--- config.mk ---
export PLATFORM = sky130hd
export DESIGN_NAME = third_order_cifb_sigma_delta_modulator
export DESIGN_NICKNAME = d
export VERILOG_FILES = /design/src/rtl/core/tocsdm_pkg.sv /design/src/rtl/core/tocsdm_ctrl.sv /design/src/rtl/core/tocsdm_datapath.sv /design/src/rtl/core/third_order_cifb_sigma_delta_modulator.sv
export SDC_FILE = /design/constraint.sdc
export NUM_CORES = 1
export LEC_CHECK = 0
export ABC_AREA = 0
export BUFFER_PORTS_ARGS = -buffer_cell sky130_fd_sc_hd__buf_4
export CAP_MARGIN = 0
export CELL_PAD_IN_SITES_DETAIL_PLACEMENT = 0
export CELL_PAD_IN_SITES_GLOBAL_PLACEMENT = 1
export CORE_ASPECT_RATIO = 1.25
export CORE_MARGIN = 3
export CORE_UTILIZATION = 30
export CTS_BUF_LIST = sky130_fd_sc_hd__clkbuf_8
export DETAILED_ROUTE_END_ITERATION = 8
export GPL_ROUTABILITY_DRIVEN = 0
export PLACE_DENSITY_LB_ADDON = 0.05
export SYNTH_ARGS = -nofsm -noshare
export SYNTH_HDL_FRONTEND = slang
export SYNTH_HIERARCHICAL = 1
export SYNTH_SLANG_ARGS = --single-unit
export TNS_END_PERCENT = 30
--- constraint.sdc ---
create_clock -name clk -period 9 [get_ports clk]
set_clock_uncertainty 0.05 [all_clocks]
set_input_delay 1.35 -clock clk [delete_from_list [all_inputs] [get_ports clk]]
set_output_delay 1.35 -clock clk [all_outputs]
set_load 0.01 [all_outputs]
--- src/rtl/core/tocsdm_pkg.sv ---
// shared types, codes and constants of the third-order cifb sigma-delta modulator
package tocsdm_pkg;

    localparam int CoefCount  = 7;
    localparam int CoefWidth  = 16;
    localparam int IntWidth   = 16;
    localparam int SampWidth  = 13;
    localparam int CfgIdxWidth = 3;
    localparam int ProdWidth  = CoefWidth + 1 + IntWidth;

    // configuration register indexes
    localparam logic [CfgIdxWidth-1:0] CFG_B1 = 3'd0;
    localparam logic [CfgIdxWidth-1:0] CFG_A1 = 3'd1;
    localparam logic [CfgIdxWidth-1:0] CFG_A2 = 3'd2;
    localparam logic [CfgIdxWidth-1:0] CFG_A3 = 3'd3;
    localparam logic [CfgIdxWidth-1:0] CFG_C1 = 3'd4;
    localparam logic [CfgIdxWidth-1:0] CFG_C2 = 3'd5;
    localparam logic [CfgIdxWidth-1:0] CFG_G1 = 3'd6;

    localparam logic [CoefWidth-1:0] COEF_RESET [CoefCount] = '{
        16'd45147, 16'd45147, 16'd32391, 16'd64202, 16'd57421, 16'd46799, 16'd45588
    };

    // feedback value +/-1 with 14 fractional bits
    localparam logic signed [IntWidth-1:0] FB_POS = 16'sh4000;
    localparam logic signed [IntWidth-1:0] FB_NEG = 16'shC000;

    // product steps in issue order
    typedef enum logic [2:0] {
        OP_B1_U   = 3'd0,
        OP_A1_FB  = 3'd1,
        OP_C1_I1  = 3'd2,
        OP_A2_FB  = 3'd3,
        OP_C2_I2  = 3'd4,
        OP_G1_I3  = 3'd5,
        OP_A3_FB  = 3'd6,
        OP_UNUSED = 3'd7
    } op_t;

    typedef enum logic [1:0] {
        ST_IDLE = 2'd0,
        ST_MUL  = 2'd1,
        ST_ACC  = 2'd2,
        ST_OUT  = 2'd3
    } state_t;

    typedef struct packed {
        logic capture;
        logic mul_en;
        logic acc_en;
        op_t  op;
        logic load_out;
    } dp_cmd_t;

    typedef struct packed {
        logic out_free;
    } dp_stat_t;

    // right shift that brings each product to its integrator format
    function automatic logic [4:0] op_shift(op_t op);
        logic [4:0] s;
        case (op)
            OP_B1_U:  s = 5'd19;
            OP_A1_FB: s = 5'd17;
            OP_C1_I1: s = 5'd18;
            OP_G1_I3: s = 5'd30;
            default:  s = 5'd16;
        endcase
        return s;
    endfunction

    function automatic logic op_sub(op_t op);
        logic r;
        case (op)
            OP_A1_FB, OP_A2_FB, OP_G1_I3, OP_A3_FB: r = 1'b1;
            default:                                r = 1'b0;
        endcase
        return r;
    endfunction

endpackage

--- src/rtl/core/tocsdm_ctrl.sv ---
// sequencer of the modulator: steps the shared multiplier through the seven products of an update item
module tocsdm_ctrl
    import tocsdm_pkg::*;
(
    input  logic     clk,
    input  logic     rst_n,
    input  logic     in_valid,
    input  logic     in_update,
    output logic     in_ready,
    input  dp_stat_t stat,
    output dp_cmd_t  cmd
);

    state_t state_reg, state_next;
    op_t    op_reg, op_next;

    always_ff @(posedge clk or negedge rst_n)
    begin
        if (!rst_n)
        begin
            state_reg <= ST_IDLE;
            op_reg    <= OP_B1_U;
        end
        else
        begin
            state_reg <= state_next;
            op_reg    <= op_next;
        end
    end

    always_comb
    begin
        state_next   = state_reg;
        op_next      = op_reg;
        in_ready     = 1'b0;
        cmd          = '0;
        cmd.op       = op_reg;
        unique case (state_reg)
            ST_IDLE:
            begin
                in_ready    = 1'b1;
                cmd.capture = in_valid;
                if (in_valid)
                begin
                    op_next    = OP_B1_U;
                    state_next = in_update ? ST_MUL : ST_OUT;
                end
            end
            ST_MUL:
            begin
                cmd.mul_en = 1'b1;
                state_next = ST_ACC;
            end
            ST_ACC:
            begin
                cmd.acc_en = 1'b1;
                if (op_reg == OP_A3_FB)
                begin
                    state_next = ST_OUT;
                end
                else
                begin
                    op_next    = op_t'(op_reg + 3'd1);
                    state_next = ST_MUL;
                end
            end
            ST_OUT:
            begin
                cmd.load_out = stat.out_free;
                if (stat.out_free)
                begin
                    state_next = ST_IDLE;
                end
            end
            default:
            begin
                state_next = ST_IDLE;
            end
        endcase
    end

endmodule

--- src/rtl/core/tocsdm_datapath.sv ---
// datapath of the modulator: coefficients, integrators, shared multiplier, output register
module tocsdm_datapath
    import tocsdm_pkg::*;
(
    input  logic                        clk,
    input  logic                        rst_n,
    input  dp_cmd_t                     cmd,
    output dp_stat_t                    stat,
    input  logic signed [SampWidth-1:0] sample,
    input  logic                        cfg_wr,
    input  logic [CfgIdxWidth-1:0]      cfg_index,
    input  logic [CoefWidth-1:0]        cfg_data,
    input  logic                        out_ready,
    output logic                        out_valid,
    output logic                        out_bit
);

    logic [CoefWidth-1:0]        coef_reg [CoefCount];
    logic signed [IntWidth-1:0]  int1_reg, int2_reg, int3_reg;
    logic signed [IntWidth-1:0]  u_reg, acc_reg, acc_next;
    logic signed [ProdWidth-1:0] prod_reg, prod_next, shifted;
    logic                        held_reg, out_valid_reg, out_bit_reg;
    logic [CoefWidth-1:0]        coef_sel;
    logic signed [IntWidth-1:0]  data_sel, fb, base, term;

    assign fb = int3_reg[IntWidth-1] ? FB_NEG : FB_POS;

    always_comb
    begin
        case (cmd.op)
            OP_B1_U:  begin coef_sel = coef_reg[CFG_B1]; data_sel = u_reg;    end
            OP_A1_FB: begin coef_sel = coef_reg[CFG_A1]; data_sel = fb;       end
            OP_C1_I1: begin coef_sel = coef_reg[CFG_C1]; data_sel = int1_reg; end
            OP_A2_FB: begin coef_sel = coef_reg[CFG_A2]; data_sel = fb;       end
            OP_C2_I2: begin coef_sel = coef_reg[CFG_C2]; data_sel = int2_reg; end
            OP_G1_I3: begin coef_sel = coef_reg[CFG_G1]; data_sel = int3_reg; end
            default:  begin coef_sel = coef_reg[CFG_A3]; data_sel = fb;       end
        endcase
    end

    // unsigned coefficient against signed operand
    assign prod_next = $signed({1'b0, coef_sel}) * data_sel;

    // floor to integrator format, then wrap in 16 bits
    assign shifted = prod_reg >>> op_shift(cmd.op);
    assign term    = shifted[IntWidth-1:0];

    always_comb
    begin
        case (cmd.op)
            OP_B1_U:  base = int1_reg;
            OP_C1_I1: base = int2_reg;
            OP_C2_I2: base = int3_reg;
            default:  base = acc_reg;
        endcase
        acc_next = op_sub(cmd.op) ? base - term : base + term;
    end

    assign stat.out_free = !out_valid_reg || out_ready;

    always_ff @(posedge clk)
    begin
        if (cmd.capture)
        begin
            // 16-bit wrap of sample*16
            u_reg <= {sample[IntWidth-5:0], 4'b0000};
        end
        if (cmd.mul_en)
        begin
            prod_reg <= prod_next;
        end
        if (cmd.acc_en)
        begin
            acc_reg <= acc_next;
        end
    end

    always_ff @(posedge clk or negedge rst_n)
    begin
        if (!rst_n)
        begin
            for (int i = 0; i < CoefCount; i++)
            begin
                coef_reg[i] <= COEF_RESET[i];
            end
            int1_reg      <= '0;
            int2_reg      <= '0;
            int3_reg      <= '0;
            held_reg      <= 1'b0;
            out_valid_reg <= 1'b0;
            out_bit_reg   <= 1'b0;
        end
        else
        begin
            if (cfg_wr && cfg_index <= CFG_G1)
            begin
                coef_reg[cfg_index] <= cfg_data;
            end
            if (cmd.acc_en)
            begin
                case (cmd.op)
                    OP_A1_FB: int1_reg <= acc_next;
                    OP_A2_FB: int2_reg <= acc_next;
                    OP_A3_FB:
                    begin
                        int3_reg <= acc_next;
                        held_reg <= ~int3_reg[IntWidth-1];
                    end
                    default: ;
                endcase
            end
            if (cmd.load_out)
            begin
                out_valid_reg <= 1'b1;
                out_bit_reg   <= held_reg;
            end
            else if (out_ready)
            begin
                out_valid_reg <= 1'b0;
            end
        end
    end

    assign out_valid = out_valid_reg;
    assign out_bit   = out_bit_reg;

endmodule

--- src/rtl/core/third_order_cifb_sigma_delta_modulator.sv ---
// top level of the third-order cifb sigma-delta modulator
//
// input stream: s_tdata carries the signed 13-bit sample, s_tuser the update flag.
// every input transfer yields exactly one output transfer on m_tdata bit 0: the
// held modulator bit (1 means plus one). with update low the held bit is repeated
// and no state changes; with update high the three integrators advance once.
// coefficients are written over the cfg channel (index 0..6 = b1 a1 a2 a3 c1 c2
// g1, higher indexes ignored); cfg_ready is always high, write only while idle.
//
// sequence: one shared 17x16 multiplier does the seven products, each in a
// multiply state and an accumulate state. an update item passes through the
// accept state, the 14 product/accumulate states and the output load; a hold
// item goes from the accept state straight to the output load. the block
// takes no new input before it is back in idle.
// the result sits in an output register: a stalled receiver only holds the
// block in its output-load state until the register frees, nothing is lost.
// reset (rst_n low, asynchronous) clears the integrators and the held bit,
// restores the coefficient reset values and empties the output register.
module third_order_cifb_sigma_delta_modulator
    import tocsdm_pkg::*;
(
    input  logic        clk,
    input  logic        rst_n,
    input  logic        s_tvalid,
    output logic        s_tready,
    input  logic [15:0] s_tdata,   // [12:0] sample, [15:13] zero
    input  logic        s_tuser,   // [0] update
    output logic        m_tvalid,
    input  logic        m_tready,
    output logic [7:0]  m_tdata,   // [0] pdm_bit, [7:1] zero
    input  logic        cfg_valid,
    output logic        cfg_ready,
    input  logic [2:0]  cfg_index,
    input  logic [15:0] cfg_data
);

    dp_cmd_t  cmd;
    dp_stat_t stat;
    logic     out_bit;

    // coefficient writes are always taken
    assign cfg_ready = 1'b1;

    tocsdm_ctrl u_ctrl (
        .clk       (clk),
        .rst_n     (rst_n),
        .in_valid  (s_tvalid),
        .in_update (s_tuser),
        .in_ready  (s_tready),
        .stat      (stat),
        .cmd       (cmd)
    );

    tocsdm_datapath u_datapath (
        .clk       (clk),
        .rst_n     (rst_n),
        .cmd       (cmd),
        .stat      (stat),
        .sample    (s_tdata[SampWidth-1:0]),
        .cfg_wr    (cfg_valid && cfg_ready),
        .cfg_index (cfg_index),
        .cfg_data  (cfg_data),
        .out_ready (m_tready),
        .out_valid (m_tvalid),
        .out_bit   (out_bit)
    );

    // only bit 0 carries the result
    assign m_tdata = {7'b0000000, out_bit};

endmodule

==> out/results.tsv <==
metric	value	unit
status	finished clean	
yosys warns	6	
Via Count	14900	
IO Pins	52	
largest family of logic cells by synthesized area	adder cells	
1st-pass router iterations	5	
Inserted Diodes	0	
GR Util All Layers	0.190	
Detail Route Antenna Nets	0	
Layout area overhead	13.0	%
area of the die	0.0695	mm²
post-cts resize count	0	
Slew headroom	0.251	
Final min period	8430	ps
crit path launch type	flip-flop	
worst-margin pin slew	1120	ps
first-pass GRT wire length	99.8	mm
CTS max path bufs	3	
initial antenna violation count	0	
RSZ-0062 raised after global routing	false	
Die Span Y	294	µm
DR iter-0 viols	728	
slowest CP cell	dfrtp_4	
CTS tree	done	
row count	105	
H-tree depth	2	
post-synthesis adder-cell area fraction	0.281	
vias per cell	4.91	
Synth Instances	2074	
Hold Path Class	reg2reg	
Crit path top cell by count	fa_1	
Max-Cap Viols	0	
initial core utilization	0.303	
register area share after synthesis	0.283	
Final nets	2523	
maximum number of pins on one net before global-route repair	61	
port buffer count	39	
Max FO, Critical Path	32	
post-synthesis async set-or-reset flop share	0.789	
max reg flops	112	
Post-Syn Area per Cell	9.60	µm²
Clk pin slew, worst setup/hold paths	60	ps
Yosys reg bits	213	
Num CTS Buffers	42	
post-synthesis mux area share	0.103	
Hold Vio Cnt, Final	0	
complex-gate fraction of the synthesized area	0.111	
Tcrit/Tclk final	0.936	
Synth Area in Simple Gates	0.123	
final setup violation count	0	
Final Slew Violations	0	
Die Span X	236	µm
Setup TNS	0	ps
WL per Instance	21.3	µm
CTS Hold Buffers Added	0	
type of destination of the critical path	flip-flop	
layout cells sized above 1	0.189	
clk_lat worst skew	620	ps
postcts setup bufs	0	
CP required	9260	ps
# DRC	0	
Fmax	0.119	GHz
CTS sink count	213	
Synth Area in XOR/XNOR	0.0202	
Worst Setup Path Type	reg2reg	
CP peak stage delay	710	ps
vias in the first global route	16100	
Post-DP HPWL	49.8	mm
CTS root buf	clkbuf_8	
Core ar.	0.0657	mm²
drt total wl	64.7	mm
number of flops mapped to enable cells by yosys	45	
cell area after synthesis	0.0199	mm²
Synth Flop Type	dfrtp_1	
Crit path arrival time	8690	ps
Yosys cell types	79	
total gr overflow	0	
[kinds of logic (layout without fill, tap and decap cells)]
| logic type | Yosys count | in the layout |
|---|---|---|
| AO/OA/AOI/OAI | 355 | 355 |
| XOR/XNOR | 46 | 46 |
| adder cells (fa/ha/maj) | 331 | 331 |
| buffers and inverters | 384 | 489 |
| flip-flops | 213 | 213 |
| multiplexers | 189 | 189 |
| other | 2 | 8 |
| AND/OR/NAND/NOR | 554 | 554 |
[synth_stat cells, types with 4 or more instances]
master | count | area (µm²)
a211oi_1 | 4 | 30.0
a21o_1 | 18 | 135
a21oi_1 | 78 | 390
a221oi_1 | 6 | 52.6
a22oi_1 | 17 | 128
a31oi_1 | 13 | 81.3
and2_1 | 11 | 68.8
buf_1 | 9 | 33.8
buf_2 | 25 | 125
buf_4 | 15 | 113
clkbuf_1 | 50 | 188
dfrtp_1 | 108 | 2700
dfstp_2 | 60 | 1580
edfxtp_1 | 45 | 1350
fa_1 | 194 | 3880
ha_1 | 137 | 1710
inv_1 | 281 | 1050
mux2_2 | 124 | 1400
mux2i_1 | 64 | 641
nand2_1 | 226 | 848
nand2b_1 | 25 | 156
nand3_1 | 12 | 60.1
nand4_1 | 4 | 25.0
nand4b_1 | 5 | 43.8
nor2_1 | 197 | 739
nor2b_1 | 15 | 93.8
nor3_1 | 12 | 60.1
o211ai_1 | 13 | 97.6
o21a_1 | 7 | 52.6
o21ai_0 | 117 | 586
o21ai_1 | 5 | 25.0
o22a_1 | 7 | 61.3
o22ai_1 | 21 | 131
o31ai_1 | 8 | 60.1
or2_2 | 15 | 93.8
or3_1 | 4 | 25.0
or3b_2 | 4 | 35.0
or4_1 | 4 | 30.0
xnor2_1 | 29 | 254
xor2_1 | 17 | 149
[placed cells by master, fill, tap and decap left out, types with 18 or more instances in the layout]
master and count:
o22ai_1 21, mux2_2 124, mux2i_1 64, fa_1 194
a21oi_1 78, a21o_1 18, edfxtp_1 45, buf_4 123
dfrtp_1 105, xnor2_1 29, nor2_1 196, inv_1 301
nand2b_1 25, dfstp_2 60, nand2_1 226, o21ai_0 114
ha_1 137, clkbuf_8 50
[path summary, 6_finish.rpt]
| check | startpoint | to | slack [ps] | cells after the start |
|---|---|---|---|---|
| worst max-delay path | u_ctrl/op_reg[1] | u_datapath/prod_reg[29] | 570 | 28 |
| worst min-delay path | u_datapath/int1_reg[2] | u_datapath/int1_reg[2] | 420 | 2 |
| worst max register to register | u_ctrl/op_reg[1] | u_datapath/prod_reg[29] | 570 | 28 |
| worst min register to register | u_datapath/int1_reg[2] | u_datapath/int1_reg[2] | 420 | 2 |
| max in group asynchronous | rst_n | u_ctrl/op_reg[1] | 6830 | 2 |
| min in group asynchronous | rst_n | u_datapath/coef_reg[94] | 700 | 1 |
[cell type report]
class                      count  area, µm²
clock buffer                  50        688
multi-input combinational   1483      12800
clock inverter                28        206
tap                          856       1070
timing repair buffer         128       1010
sequential                   213       5640
inverter                     283       1060
fill                        6840      43200
[routing by layer]
metal	GRT usage	vias up	routed length, µm
li1	-	7017	-
met1	0.233	7601	27500
met2	0.343	214	33100
met3	0.0256	87	1900
met4	0.0611	0	2240
met5	0	-	0
[per-stage QoR]
stage	util	std cells	hold WS, ps	setup slack, ps	instance area, µm²
2_1_floorplan	-	2080	392	739	19900
3_3_place_gp	0.329	2963	408	560	21600
3_5_place_dp	0.329	2963	415	598	21600
4_1_cts	0.342	3041	428	503	22500
5_1_grt	0.342	3041	458	109	22500
6_report	0.342	3041	419	575	22500
[worst max-delay path, delay by kind of cell, from the launching register on]
kind | cells | cell delay, ps
AND/OR/NAND/NOR | 3 | 720
flip-flops | 1 | 710
adder cells (fa/ha/maj) | 7 | 3240
AO/OA/AOI/OAI | 10 | 2070
XOR/XNOR | 1 | 150
multiplexers | 1 | 220
buffers and inverters | 6 | 890
Power is left out: the tool's default activity adds up to more than one toggle a clock period on the data nets, which glitch-free logic cannot reach.
